### config.mk
export PLATFORM = sky130hd
export DESIGN_NAME = isbn_check_digit_validator
export DESIGN_NICKNAME = d
export VERILOG_FILES = /design/src/sv/isbn_pkg.sv /design/src/sv/isbn_check_digit_validator.sv
export SDC_FILE = /design/constraint.sdc
export NUM_CORES = 1
export LEC_CHECK = 0
export BUFFER_PORTS_ARGS = -buffer_cell sky130_fd_sc_hd__buf_4
export CAP_MARGIN = 25
export CORE_UTILIZATION = 50
export DETAILED_ROUTE_END_ITERATION = 7
export PLACE_DENSITY = 0.79
export SLEW_MARGIN = 40
export SYNTH_ARGS = -nofsm -noshare
export SYNTH_HDL_FRONTEND = slang
export SYNTH_SLANG_ARGS = --single-unit
### constraint.sdc
create_clock -name clk -period 17.85 [get_ports clk]
set_input_delay 1.785 -clock clk [delete_from_list [all_inputs] [get_ports clk]]
set_output_delay 1.785 -clock clk [all_outputs]
set_load 0.02 [all_outputs]
### src/sv/isbn_pkg.sv
// shared types, character codes and small arithmetic helpers for the isbn check digit validator
// no dependencies; used by isbn_check_digit_validator
`default_nettype none

package isbn_pkg;

  // transfer payloads
  typedef struct packed {
    logic [7:0] ch;
    logic       last;
  } in_t;

  typedef struct packed {
    logic       valid_res;
    logic [1:0] form;
  } out_t;

  // form codes
  localparam logic [1:0] FORM_NONE     = 2'd0;
  localparam logic [1:0] FORM_TEN      = 2'd1;
  localparam logic [1:0] FORM_THIRTEEN = 2'd2;

  // character codes
  localparam logic [7:0] CH_HYPHEN = 8'd45;
  localparam logic [7:0] CH_X      = 8'd88;
  localparam logic [7:0] CH_ZERO   = 8'd48;
  localparam logic [7:0] CH_NINE   = 8'd57;

  // lengths and counts
  localparam logic [4:0] PREFIX_LEN       = 5'd5;
  localparam logic [4:0] LEN_TEN_M1       = 5'd17;  // char count before the 18th char
  localparam logic [4:0] LEN_THIRTEEN_M1  = 5'd21;  // char count before the 22nd char
  localparam logic [4:0] CHAR_MAX         = 5'd31;
  localparam logic [2:0] HYPHEN_MAX       = 3'd7;
  localparam logic [3:0] DIGIT_MAX        = 4'd15;
  localparam logic [2:0] HYPHENS_TEN      = 3'd3;
  localparam logic [2:0] HYPHENS_THIRTEEN = 3'd4;
  localparam logic [3:0] SYMS_TEN         = 4'd10;
  localparam logic [3:0] SYMS_THIRTEEN    = 4'd13;
  localparam logic [3:0] X_VALUE          = 4'd10;
  localparam logic [1:0] HEAVY_WEIGHT     = 2'd3;

  // expected prefix "ISBN "
  function automatic logic [7:0] prefix_char(input logic [2:0] idx);
    logic [7:0] c;
    case (idx)
      3'd0:    c = 8'd73;
      3'd1:    c = 8'd83;
      3'd2:    c = 8'd66;
      3'd3:    c = 8'd78;
      3'd4:    c = 8'd32;
      default: c = 8'd0;
    endcase
    return c;
  endfunction

  // reduce a value below 176 modulo 11 by conditional subtracts
  function automatic logic [3:0] mod_eleven(input logic [7:0] v);
    logic [7:0] r;
    r = v;
    if (r >= 8'd88) r = r - 8'd88;
    if (r >= 8'd44) r = r - 8'd44;
    if (r >= 8'd22) r = r - 8'd22;
    if (r >= 8'd11) r = r - 8'd11;
    return r[3:0];
  endfunction

  // reduce a value below 40 modulo 10
  function automatic logic [3:0] mod_ten(input logic [5:0] v);
    logic [5:0] r;
    r = v;
    if (r >= 6'd20) r = r - 6'd20;
    if (r >= 6'd10) r = r - 6'd10;
    return r[3:0];
  endfunction

endpackage

`default_nettype wire

### src/sv/isbn_check_digit_validator.sv
// isbn-10 / isbn-13 check digit validator, one character per transfer
// depends on isbn_pkg for payload types, character codes and modulo helpers
// the last character passes the input register, then the result register
// throughput: one character per cycle; input register feeds the running state,
// and a result held by the downstream side stalls the input until it is taken
// reset: rst_n synchronous active low clears handshake flags and running state
`default_nettype none

module isbn_check_digit_validator (
  input  wire logic          clk,
  input  wire logic          rst_n,
  input  wire logic          in_valid,
  output logic               in_ready,
  input  wire isbn_pkg::in_t in_data,
  output logic               out_valid,
  input  wire logic          out_ready,
  output isbn_pkg::out_t     out_data
);

  // input register
  logic           s1_valid_r;
  isbn_pkg::in_t  s1_data_r;

  // running state
  logic [4:0] char_count_r,   char_count_nxt;
  logic       prefix_match_r, prefix_match_nxt;
  logic [2:0] hyphen_count_r, hyphen_count_nxt;
  logic [3:0] digit_count_r,  digit_count_nxt;
  logic [3:0] sum_mod_eleven_r, sum_mod_eleven_nxt;
  logic [3:0] sum_mod_ten_r,  sum_mod_ten_nxt;
  logic       bad_char_r,     bad_char_nxt;
  logic       x_misplaced_r,  x_misplaced_nxt;
  logic       x_seen_r,       x_seen_nxt;

  // result register
  logic           out_valid_r;
  isbn_pkg::out_t out_data_r, out_data_nxt;

  logic advance;
  logic s1_fire;
  logic in_fire;

  // pipeline moves when the result register is free or being drained
  assign advance  = !out_valid_r || out_ready;
  assign s1_fire  = s1_valid_r && advance;
  assign in_ready = !s1_valid_r || advance;
  assign in_fire  = in_valid && in_ready;

  assign out_valid = out_valid_r;
  assign out_data  = out_data_r;

  // per-character state update and result evaluation
  always_comb begin
    logic [7:0] c;
    logic       is_digit;
    logic       is_x;
    logic [3:0] val;
    logic [3:0] w10;
    logic [1:0] w13;
    logic [7:0] sum11_raw;
    logic [5:0] sum10_raw;
    logic [1:0] form;
    logic       ok;

    c        = s1_data_r.ch;
    is_digit = (c >= isbn_pkg::CH_ZERO) && (c <= isbn_pkg::CH_NINE);
    is_x     = (c == isbn_pkg::CH_X);
    val      = is_x ? isbn_pkg::X_VALUE : 4'(c - isbn_pkg::CH_ZERO);
    w10      = (digit_count_r < isbn_pkg::SYMS_TEN) ?
               4'(isbn_pkg::SYMS_TEN - digit_count_r) : 4'd0;
    w13      = (digit_count_r < isbn_pkg::SYMS_THIRTEEN) ?
               (digit_count_r[0] ? isbn_pkg::HEAVY_WEIGHT : 2'd1) : 2'd0;
    sum11_raw = 8'(sum_mod_eleven_r) + 8'(val) * 8'(w10);
    sum10_raw = 6'(sum_mod_ten_r) + 6'(val) * 6'(w13);

    char_count_nxt     = char_count_r;
    prefix_match_nxt   = prefix_match_r;
    hyphen_count_nxt   = hyphen_count_r;
    digit_count_nxt    = digit_count_r;
    sum_mod_eleven_nxt = sum_mod_eleven_r;
    sum_mod_ten_nxt    = sum_mod_ten_r;
    bad_char_nxt       = bad_char_r;
    x_misplaced_nxt    = x_misplaced_r;
    x_seen_nxt         = x_seen_r;

    // classify the character
    if (char_count_r < isbn_pkg::PREFIX_LEN) begin
      if (c != isbn_pkg::prefix_char(char_count_r[2:0])) prefix_match_nxt = 1'b0;
    end else if (c == isbn_pkg::CH_HYPHEN) begin
      if (hyphen_count_r < isbn_pkg::HYPHEN_MAX) hyphen_count_nxt = hyphen_count_r + 3'd1;
    end else if (is_digit || is_x) begin
      sum_mod_eleven_nxt = isbn_pkg::mod_eleven(sum11_raw);
      if (is_x) begin
        x_seen_nxt = 1'b1;
        if (digit_count_r != 4'(isbn_pkg::SYMS_TEN - 4'd1)) x_misplaced_nxt = 1'b1;
      end else begin
        sum_mod_ten_nxt = isbn_pkg::mod_ten(sum10_raw);
      end
      if (digit_count_r < isbn_pkg::DIGIT_MAX) digit_count_nxt = digit_count_r + 4'd1;
    end else begin
      bad_char_nxt = 1'b1;
    end

    if (char_count_r < isbn_pkg::CHAR_MAX) char_count_nxt = char_count_r + 5'd1;

    // length decides the form
    if (char_count_r == isbn_pkg::LEN_TEN_M1) begin
      form = isbn_pkg::FORM_TEN;
    end else if (char_count_r == isbn_pkg::LEN_THIRTEEN_M1) begin
      form = isbn_pkg::FORM_THIRTEEN;
    end else begin
      form = isbn_pkg::FORM_NONE;
    end

    ok = 1'b0;
    if (prefix_match_nxt && !bad_char_nxt && !x_misplaced_nxt) begin
      if (form == isbn_pkg::FORM_TEN && hyphen_count_nxt == isbn_pkg::HYPHENS_TEN &&
          digit_count_nxt == isbn_pkg::SYMS_TEN && sum_mod_eleven_nxt == 4'd0) begin
        ok = 1'b1;
      end
      if (form == isbn_pkg::FORM_THIRTEEN &&
          hyphen_count_nxt == isbn_pkg::HYPHENS_THIRTEEN &&
          digit_count_nxt == isbn_pkg::SYMS_THIRTEEN && sum_mod_ten_nxt == 4'd0 &&
          !x_seen_nxt) begin
        ok = 1'b1;
      end
    end

    out_data_nxt.valid_res = ok;
    out_data_nxt.form      = form;
  end

  // input register
  always_ff @(posedge clk) begin
    if (!rst_n) begin
      s1_valid_r <= 1'b0;
    end else if (in_ready) begin
      s1_valid_r <= in_valid;
    end
    if (in_fire) s1_data_r <= in_data;
  end

  // running state, back to reset values after the last character
  always_ff @(posedge clk) begin
    if (!rst_n || (s1_fire && s1_data_r.last)) begin
      char_count_r     <= 5'd0;
      prefix_match_r   <= 1'b1;
      hyphen_count_r   <= 3'd0;
      digit_count_r    <= 4'd0;
      sum_mod_eleven_r <= 4'd0;
      sum_mod_ten_r    <= 4'd0;
      bad_char_r       <= 1'b0;
      x_misplaced_r    <= 1'b0;
      x_seen_r         <= 1'b0;
    end else if (s1_fire) begin
      char_count_r     <= char_count_nxt;
      prefix_match_r   <= prefix_match_nxt;
      hyphen_count_r   <= hyphen_count_nxt;
      digit_count_r    <= digit_count_nxt;
      sum_mod_eleven_r <= sum_mod_eleven_nxt;
      sum_mod_ten_r    <= sum_mod_ten_nxt;
      bad_char_r       <= bad_char_nxt;
      x_misplaced_r    <= x_misplaced_nxt;
      x_seen_r         <= x_seen_nxt;
    end
  end

  // result register, loaded only by the last character
  always_ff @(posedge clk) begin
    if (!rst_n) begin
      out_valid_r <= 1'b0;
    end else if (advance) begin
      out_valid_r <= s1_valid_r && s1_data_r.last;
    end
    if (s1_fire && s1_data_r.last) out_data_r <= out_data_nxt;
  end

`ifndef SYNTHESIS
  // a passing result always names a form
  a_valid_has_form: assert property (@(posedge clk) disable iff (!rst_n)
    out_valid_r |-> (!out_data_r.valid_res || out_data_r.form != isbn_pkg::FORM_NONE))
    else $error("valid result without a form");

  // the last character leaves the running state at reset values
  a_state_cleared: assert property (@(posedge clk) disable iff (!rst_n)
    (s1_fire && s1_data_r.last) |=>
      (char_count_r == 5'd0 && prefix_match_r && digit_count_r == 4'd0 &&
       hyphen_count_r == 3'd0 && !bad_char_r && !x_seen_r))
    else $error("state not cleared after last character");

  // a result only follows a last character leaving the input register
  a_result_source: assert property (@(posedge clk) disable iff (!rst_n)
    $rose(out_valid_r) |-> $past(s1_valid_r && s1_data_r.last))
    else $error("result without a last character");

  // input side is never blocked while the result side is free
  a_no_stall: assert property (@(posedge clk) disable iff (!rst_n)
    (!out_valid_r || out_ready) |-> in_ready)
    else $error("input stalled with free result register");
`endif

endmodule

`default_nettype wire
Yosys cells after proc, flatten, opt, wreduce, memory -nomap -nowiden
Cells that the tools add are included.

storage, ports and cells
  register bits = 38
  logic and storage cells = 145
  input bits = 13
  output and inout port bits = 5

operators by class
  multiplexer cells = 57
  add/sub/neg operators = 13
  equality and inequality tests = 16
  $mul = 2
  reductions and logical operators = 28
  order comparisons = 14

operator list
  cell                                                                              count
  8-bit two-way mux                                                                 13
  4-bit two-way mux                                                                 15
  7-bit case mux with 5 select lines                                                1
  6-bit two-way mux                                                                 5
  8-bit by 6-bit >= comparator with 1-bit output, second input constant             2
  1-bit two-way mux                                                                 16
  1-bit logical AND                                                                 14
  4-bit < comparator, second input constant                                         3
  5-bit equality test, second input constant                                        2
  3-bit by 2-bit equality test with 1-bit output, second input constant             3
  3-bit two-way mux                                                                 3
  4-bit by 8-bit adder with 8-bit output                                            1
  4-bit equality test, second input constant                                        2
  8-bit by 6-bit equality test with 1-bit output, second input constant             1
  8-bit by 7-bit equality test with 1-bit output, second input constant             1
  8-bit by 4-bit >= comparator with 1-bit output, second input constant             1
  8-bit by 5-bit >= comparator with 1-bit output, second input constant             1
  8-bit by 7-bit >= comparator with 1-bit output, second input constant             1
  8-bit by 6-bit less-or-equal comparator with 1-bit output, second input constant  1
  4-bit logical NOT                                                                 2
  4-bit by 4-bit multiplier with 8-bit output                                       1
  2-bit two-way mux                                                                 4
  8-bit inequality test                                                             1
  4-bit subtractor, second input constant                                           2
  other kinds (25)                                                                  34

Logic depth before layout (Yosys ltp)
  depth after elaboration = 28
  mapped depth = 34
  depth with buffers taken out = 33

Least setup slack after synthesis
OpenSTA, ideal clock, no wires.

  path type = flip-flop to flip-flop
  start = register digit_count_r[0]
  end = register out_data_r, in the netlist out_data[2] (data pin)
  slack = 10191 ps
  required time = 17693 ps
  data arrival time = 7502 ps
  cell stages (with the launch flop) = 31
  cells stage by stage = dfxtp_1 -> inv_1 -> ha_1 -> o31ai_1 -> nor2b_1 -> nand2_1 -> fa_1 -> fa_1 -> fa_1 -> inv_1 -> ha_1 -> xnor2_2 -> a31o_2 -> nor4_4 -> o31ai_4 -> xnor2_1 -> clkinv_1 -> ha_1 -> nor2_1 -> mux2i_1 -> o31ai_1 -> a21oi_1 -> nor2_1 -> inv_1 -> ha_1 -> o221ai_1 -> a22o_1 -> a221oi_4 -> or3_1 -> a211o_1 -> a32oi_1

between the ends
  longest elaborated chain between the ends = 28
  elaborated cells on any way between the ends = 73
  those cells by class = add/sub (10); mul (2); order compare (9); eq/ne (3); mux (40); reduce/logical (9)

RTL lines
  item                                                                                                           line                                                                source
  from (decl)                                                                                                    isbn_check_digit_validator.sv:28                                    logic [3:0] digit_count_r, digit_count_nxt;
  from (signal assigned)                                                                                         isbn_check_digit_validator.sv:159                                   digit_count_r <= digit_count_nxt;
  4-bit subtractor or 4-bit < comparator (tied branches)                                                         isbn_check_digit_validator.sv:70, isbn_check_digit_validator.sv:69
  4-bit two-way mux                                                                                              isbn_check_digit_validator.sv:69                                    w10 = (digit_count_r < isbn_pkg::SYMS_TEN) ?
  4-bit by 4-bit multiplier with 8-bit output                                                                    isbn_check_digit_validator.sv:73                                    sum11_raw = 8'(sum_mod_eleven_r) + 8'(val) * 8'(w10);
  4-bit by 8-bit adder with 8-bit output                                                                         isbn_check_digit_validator.sv:73
  8-bit by 7-bit subtractor with 8-bit output or 8-bit by 7-bit >= comparator with 1-bit output (tied branches)  isbn_pkg.sv:61                                                      if (r >= 8'd88) r = r - 8'd88;
  8-bit two-way mux                                                                                              isbn_pkg.sv:61
  8-bit two-way mux                                                                                              isbn_check_digit_validator.sv:91                                    end else if (is_digit || is_x) begin
  8-bit two-way mux                                                                                              isbn_check_digit_validator.sv:89                                    end else if (c == isbn_pkg::CH_HYPHEN) begin
  (+12 left out)                                                                                                 n/a
  4-bit two-way mux                                                                                              isbn_pkg.sv:64                                                      if (r >= 8'd11) r = r - 8'd11;
  4-bit two-way mux                                                                                              isbn_check_digit_validator.sv:91
  4-bit two-way mux                                                                                              isbn_check_digit_validator.sv:89
  4-bit two-way mux                                                                                              isbn_check_digit_validator.sv:87                                    if (char_count_r < isbn_pkg::PREFIX_LEN) begin
  4-bit logical NOT                                                                                              isbn_check_digit_validator.sv:118                                   digit_count_nxt == isbn_pkg::SYMS_TEN && sum_mod_eleven_nxt == 4'd0) begin
  1-bit logical AND                                                                                              isbn_check_digit_validator.sv:118
  1-bit two-way mux                                                                                              isbn_check_digit_validator.sv:117                                   if (form == isbn_pkg::FORM_TEN && hyphen_count_nxt == isbn_pkg::HYPHENS_TEN &&
  1-bit two-way mux                                                                                              isbn_check_digit_validator.sv:121                                   if (form == isbn_pkg::FORM_THIRTEEN &&
  to (signal assigned)                                                                                           isbn_check_digit_validator.sv:175                                   if (s1_fire && s1_data_r.last) out_data_r <= out_data_nxt;
  to (decl)                                                                                                      isbn_check_digit_validator.sv:37                                    isbn_pkg::out_t out_data_r, out_data_nxt;

Several ways; a longest one is shown, not always the timed one. The select of a mux whose other input is x is not followed.
A chain may end at the register's enable or synchronous reset.

Final worst setup path
Same ends and word-level chain as after synthesis.

==> impl_metrics.yaml <==
run_status:
  status: "completed"
global_route:
  grt_max_degree: 19
  track_usage_pct: 21.8
  grt_antenna_before_repair: 0
  grt_pass1_vias: 3494
  grt.overflow.total: 0
  grt_pass1_wl_mm: 15.5
cts:
  post-cts-setup-buffers: 0
  clock_path_buffers: 2
  cts_made_buffers: 5
  h-tree-depth: 2
  clock_latency_ns: 0.29
  root_buffer: "clkbuf_8"
  clk_pin_slew_ns: 0.07
  cts_hold_buf: 0
  cts_tree: "done"
  clock-sinks: 38
  cts_resized: 0
logic_synthesis:
  ys_warn_count: 0
  syn_avg_cell_area_um2: 8.16
  async_reset_ff_share_pct: 0
  synth_top_area_share_pct: 12.5
  syn_nets: 573
  yosys.area.top_type: "dfxtp_1"
  synth_area_leaders: "dfxtp_1, ha_1, edfxtp_1"
  yosysUniqueCellTypes: 79
  synth-edff-count: 12
  synth_ff_type: "dfxtp_1"
  ys_ff_latch: 38
  netlist_area_um2: 4170
  synthCells: 511
  seq_area_frac_synth_pct: 21.1
sta:
  whs_ns: 0.468
  fin_crit_sh_pct: 49.9
  hold_violations: 0
  timing.setup.tns_ns: 0
  setup_viol: 0
  timing.slew.headroom_pct: 57.1
  drv_slew: 0
  max_freq_mhz: 112
  skew_ns: 0.00379
  layout_min_cycle_time_ns: 8.91
  worst_pin_slew_ns: 0.643
  grt_setup_unrepaired: "no"
drt:
  routedWlPerCell_um: 14.7
  route.detailed.drc: 0
  drt.antenna.violating_nets: 0
  num_vias: 3721
  viasPerCell: 6.01
  drt_iter0_drc: 248
  wl_mm: 9.10
  firstDrtPassIters: 4
power:
  p_per_area_nw_per_um2: 78.2
  irDropWorstVdd_mv: 0.0502
  combPwrFrac_pct: 52.4
  power.switching_w: 0.000142
  pwr-share-clk_pct: 20.3
  intPower_w: 0.000206
  p_leak_nw: 1.79
  p_seq_share_pct: 27.3
  p_sw_share_pct: 40.8
  fin_total_pwr_w: 0.000348
setup_path:
  cp_slowest_cell: "dfxtp_1"
  path_max_fanout: 18
  crit_path_end_kind: "register"
  crit_top_cell: "ha_1"
  arrival_ns: 9.04
  slowest_delay_ns: 0.65
  start_kind: "register"
  path_class: "register to register"
  cp.required_ns: 17.99
placement:
  dp_cells: 611
  place_congestion: 0.916
  port_buffers: 17
  hpwl_mm: 7.17
floorplanning:
  dieArea_um2: 8710
  core_area_um2: 7890
  dieWidth_um: 93.3
  die_y_um: 93.3
  placementRows: 32
  start_util_pct: 52.9
  boundaryPins: 18
finish:
  fillers: 706
  drive_above_1_share_pct: 8.51
  nets: 578
  instances_no_fill: 619
  antenna_cells: 0
  area_growth_pct: 6.66
hold_path:
  min-delay-path-class: "register to register"
flow_run:
  drv_cap: 0
kinds of logic (layout without fill, tap and decap cells):
group | count (synthesis) | after routing | share of synthesized area, %
AOI/OAI and AO/OA | 137 | 137 | 24.5
xor gates and xnor gates | 20 | 20 | 4.38
adders and majority gates | 49 | 49 | 16.7
buffers and inverters | 67 | 73 | 6.33
DFF | 38 | 38 | 21.1
muxes | 12 | 12 | 3.21
and+or+nand+nor | 188 | 188 | 23.8
flip-flops by register name, indices dropped and copies added, names as in the netlist:
| name | count |
|---|---|
| bad_char_r | 1 |
| char_count_r | 5 |
| sum_mod_ten_r | 4 |
| sum_mod_eleven_r | 4 |
| s1_data_r | 9 |
| out_valid | 1 |
| digit_count_r | 4 |
| x_misplaced_r | 1 |
| out_data | 3 |
| x_seen_r | 1 |
| prefix_match_r | 1 |
| s1_valid_r | 1 |
| hyphen_count_r | 3 |
worst paths after layout:
path                                                     to  slack (ns)  depth (start not counted)                     startpoint
worst max register to register    out_data[2]$_SDFFCE_PN0P_        8.94                         30  digit_count_r[0]$_SDFFE_PP0P_
worst min register to register  prefix_match_r$_SDFFE_PP1P_        0.47                          2    prefix_match_r$_SDFFE_PP1P_
worst max-delay path              out_data[2]$_SDFFCE_PN0P_        8.94                         30  digit_count_r[0]$_SDFFE_PP0P_
worst min-delay path            prefix_match_r$_SDFFE_PP1P_        0.47                          2    prefix_match_r$_SDFFE_PP1P_
synthesized netlist by cell type (4+ instances only):
| cell type | instances |
|---|---|
| and2_1 | 14 |
| a21o_1 | 8 |
| nand2_1 | 44 |
| a31oi_1 | 11 |
| ha_1 | 38 |
| nor2_1 | 49 |
| or3_1 | 5 |
| xnor2_1 | 13 |
| nand4_1 | 4 |
| nand2b_1 | 9 |
| and3_1 | 10 |
| a21oi_1 | 27 |
| o31ai_1 | 9 |
| clkbuf_1 | 15 |
| edfxtp_1 | 12 |
| xor2_1 | 6 |
| fa_1 | 11 |
| a21boi_0 | 4 |
| inv_1 | 47 |
| dfxtp_1 | 26 |
| nand3b_1 | 5 |
| a211oi_1 | 7 |
| o211ai_1 | 6 |
| nand4b_1 | 7 |
| nor4_1 | 5 |
| nand3_1 | 11 |
| mux2i_1 | 10 |
| nor2b_1 | 4 |
| nor3_1 | 8 |
| o21ai_1 | 4 |
| o21ai_0 | 15 |
placed cells by master, fill, tap and decap left out, drive strengths merged, types with 9 or more instances in the layout:
master	n
fa	11
o31ai	12
nand2b	9
nand3	11
and2	15
dfxtp	26
inv	47
xnor2	14
o21ai	20
and3	10
mux2i	11
nand2	44
a31oi	11
nor2	49
a21oi	27
buf	17
nor3	10
ha	38
edfxtp	12
routing by layer:
layer,routed length [um],vias up,track usage [%]
met5,0,-,0
met4,53,0,4.23
met3,458,7,2.76
met2,4370,96,37.3
met1,4220,1747,29.7
li1,-,1871,-
final cells by class:
| class | count | area, um2 | share of cell area, % |
|---|---|---|---|
| multi-input cells | 406 | 3020 | 68.0 |
| flip-flops and latches | 38 | 881 | 19.8 |
| inverters | 48 | 180 | 4.05 |
| repair buffers | 17 | 128 | 2.87 |
| well taps | 102 | 128 | 2.87 |
| clock buffers | 6 | 72.6 | 1.63 |
| clock inverters | 2 | 33.8 | 0.760 |
worst max-delay path: cells and delay by family, from the launching register on:
family                   cells  cell delay, ns
adder cells (fa/ha/maj)      7            2.72
multiplexers                 1            0.16
AO/OA/AOI/OAI               10            2.69
flip-flops                   1            0.65
buffers and inverters        4            0.60
XOR/XNOR                     2            0.56
AND/OR/NAND/NOR              6            1.36
through the flow:
step                      utilization, %  cell area (um2)  worst slack, ns
after floorplan                        -             4170            10.19
after global placement              55.0             4340             9.44
after detailed placement            55.0             4340             9.10
after CTS                           56.4             4450             9.04
after global routing                56.4             4450             8.17
final                               56.4             4450             8.94
power groups by stage:
stage	sequential (W)	clock (W)	combinational, W
detailed placement	0.0000968	0	0.000178
global route	0.0000953	0.0000741	0.000200
floorplan	0.0000952	0	0.000150
finish	0.0000949	0.0000706	0.000182
CTS	0.0000948	0.0000714	0.000179
global placement	0.0000966	0	0.000174
No activity file was read; power rests on OpenSTA's default activity.
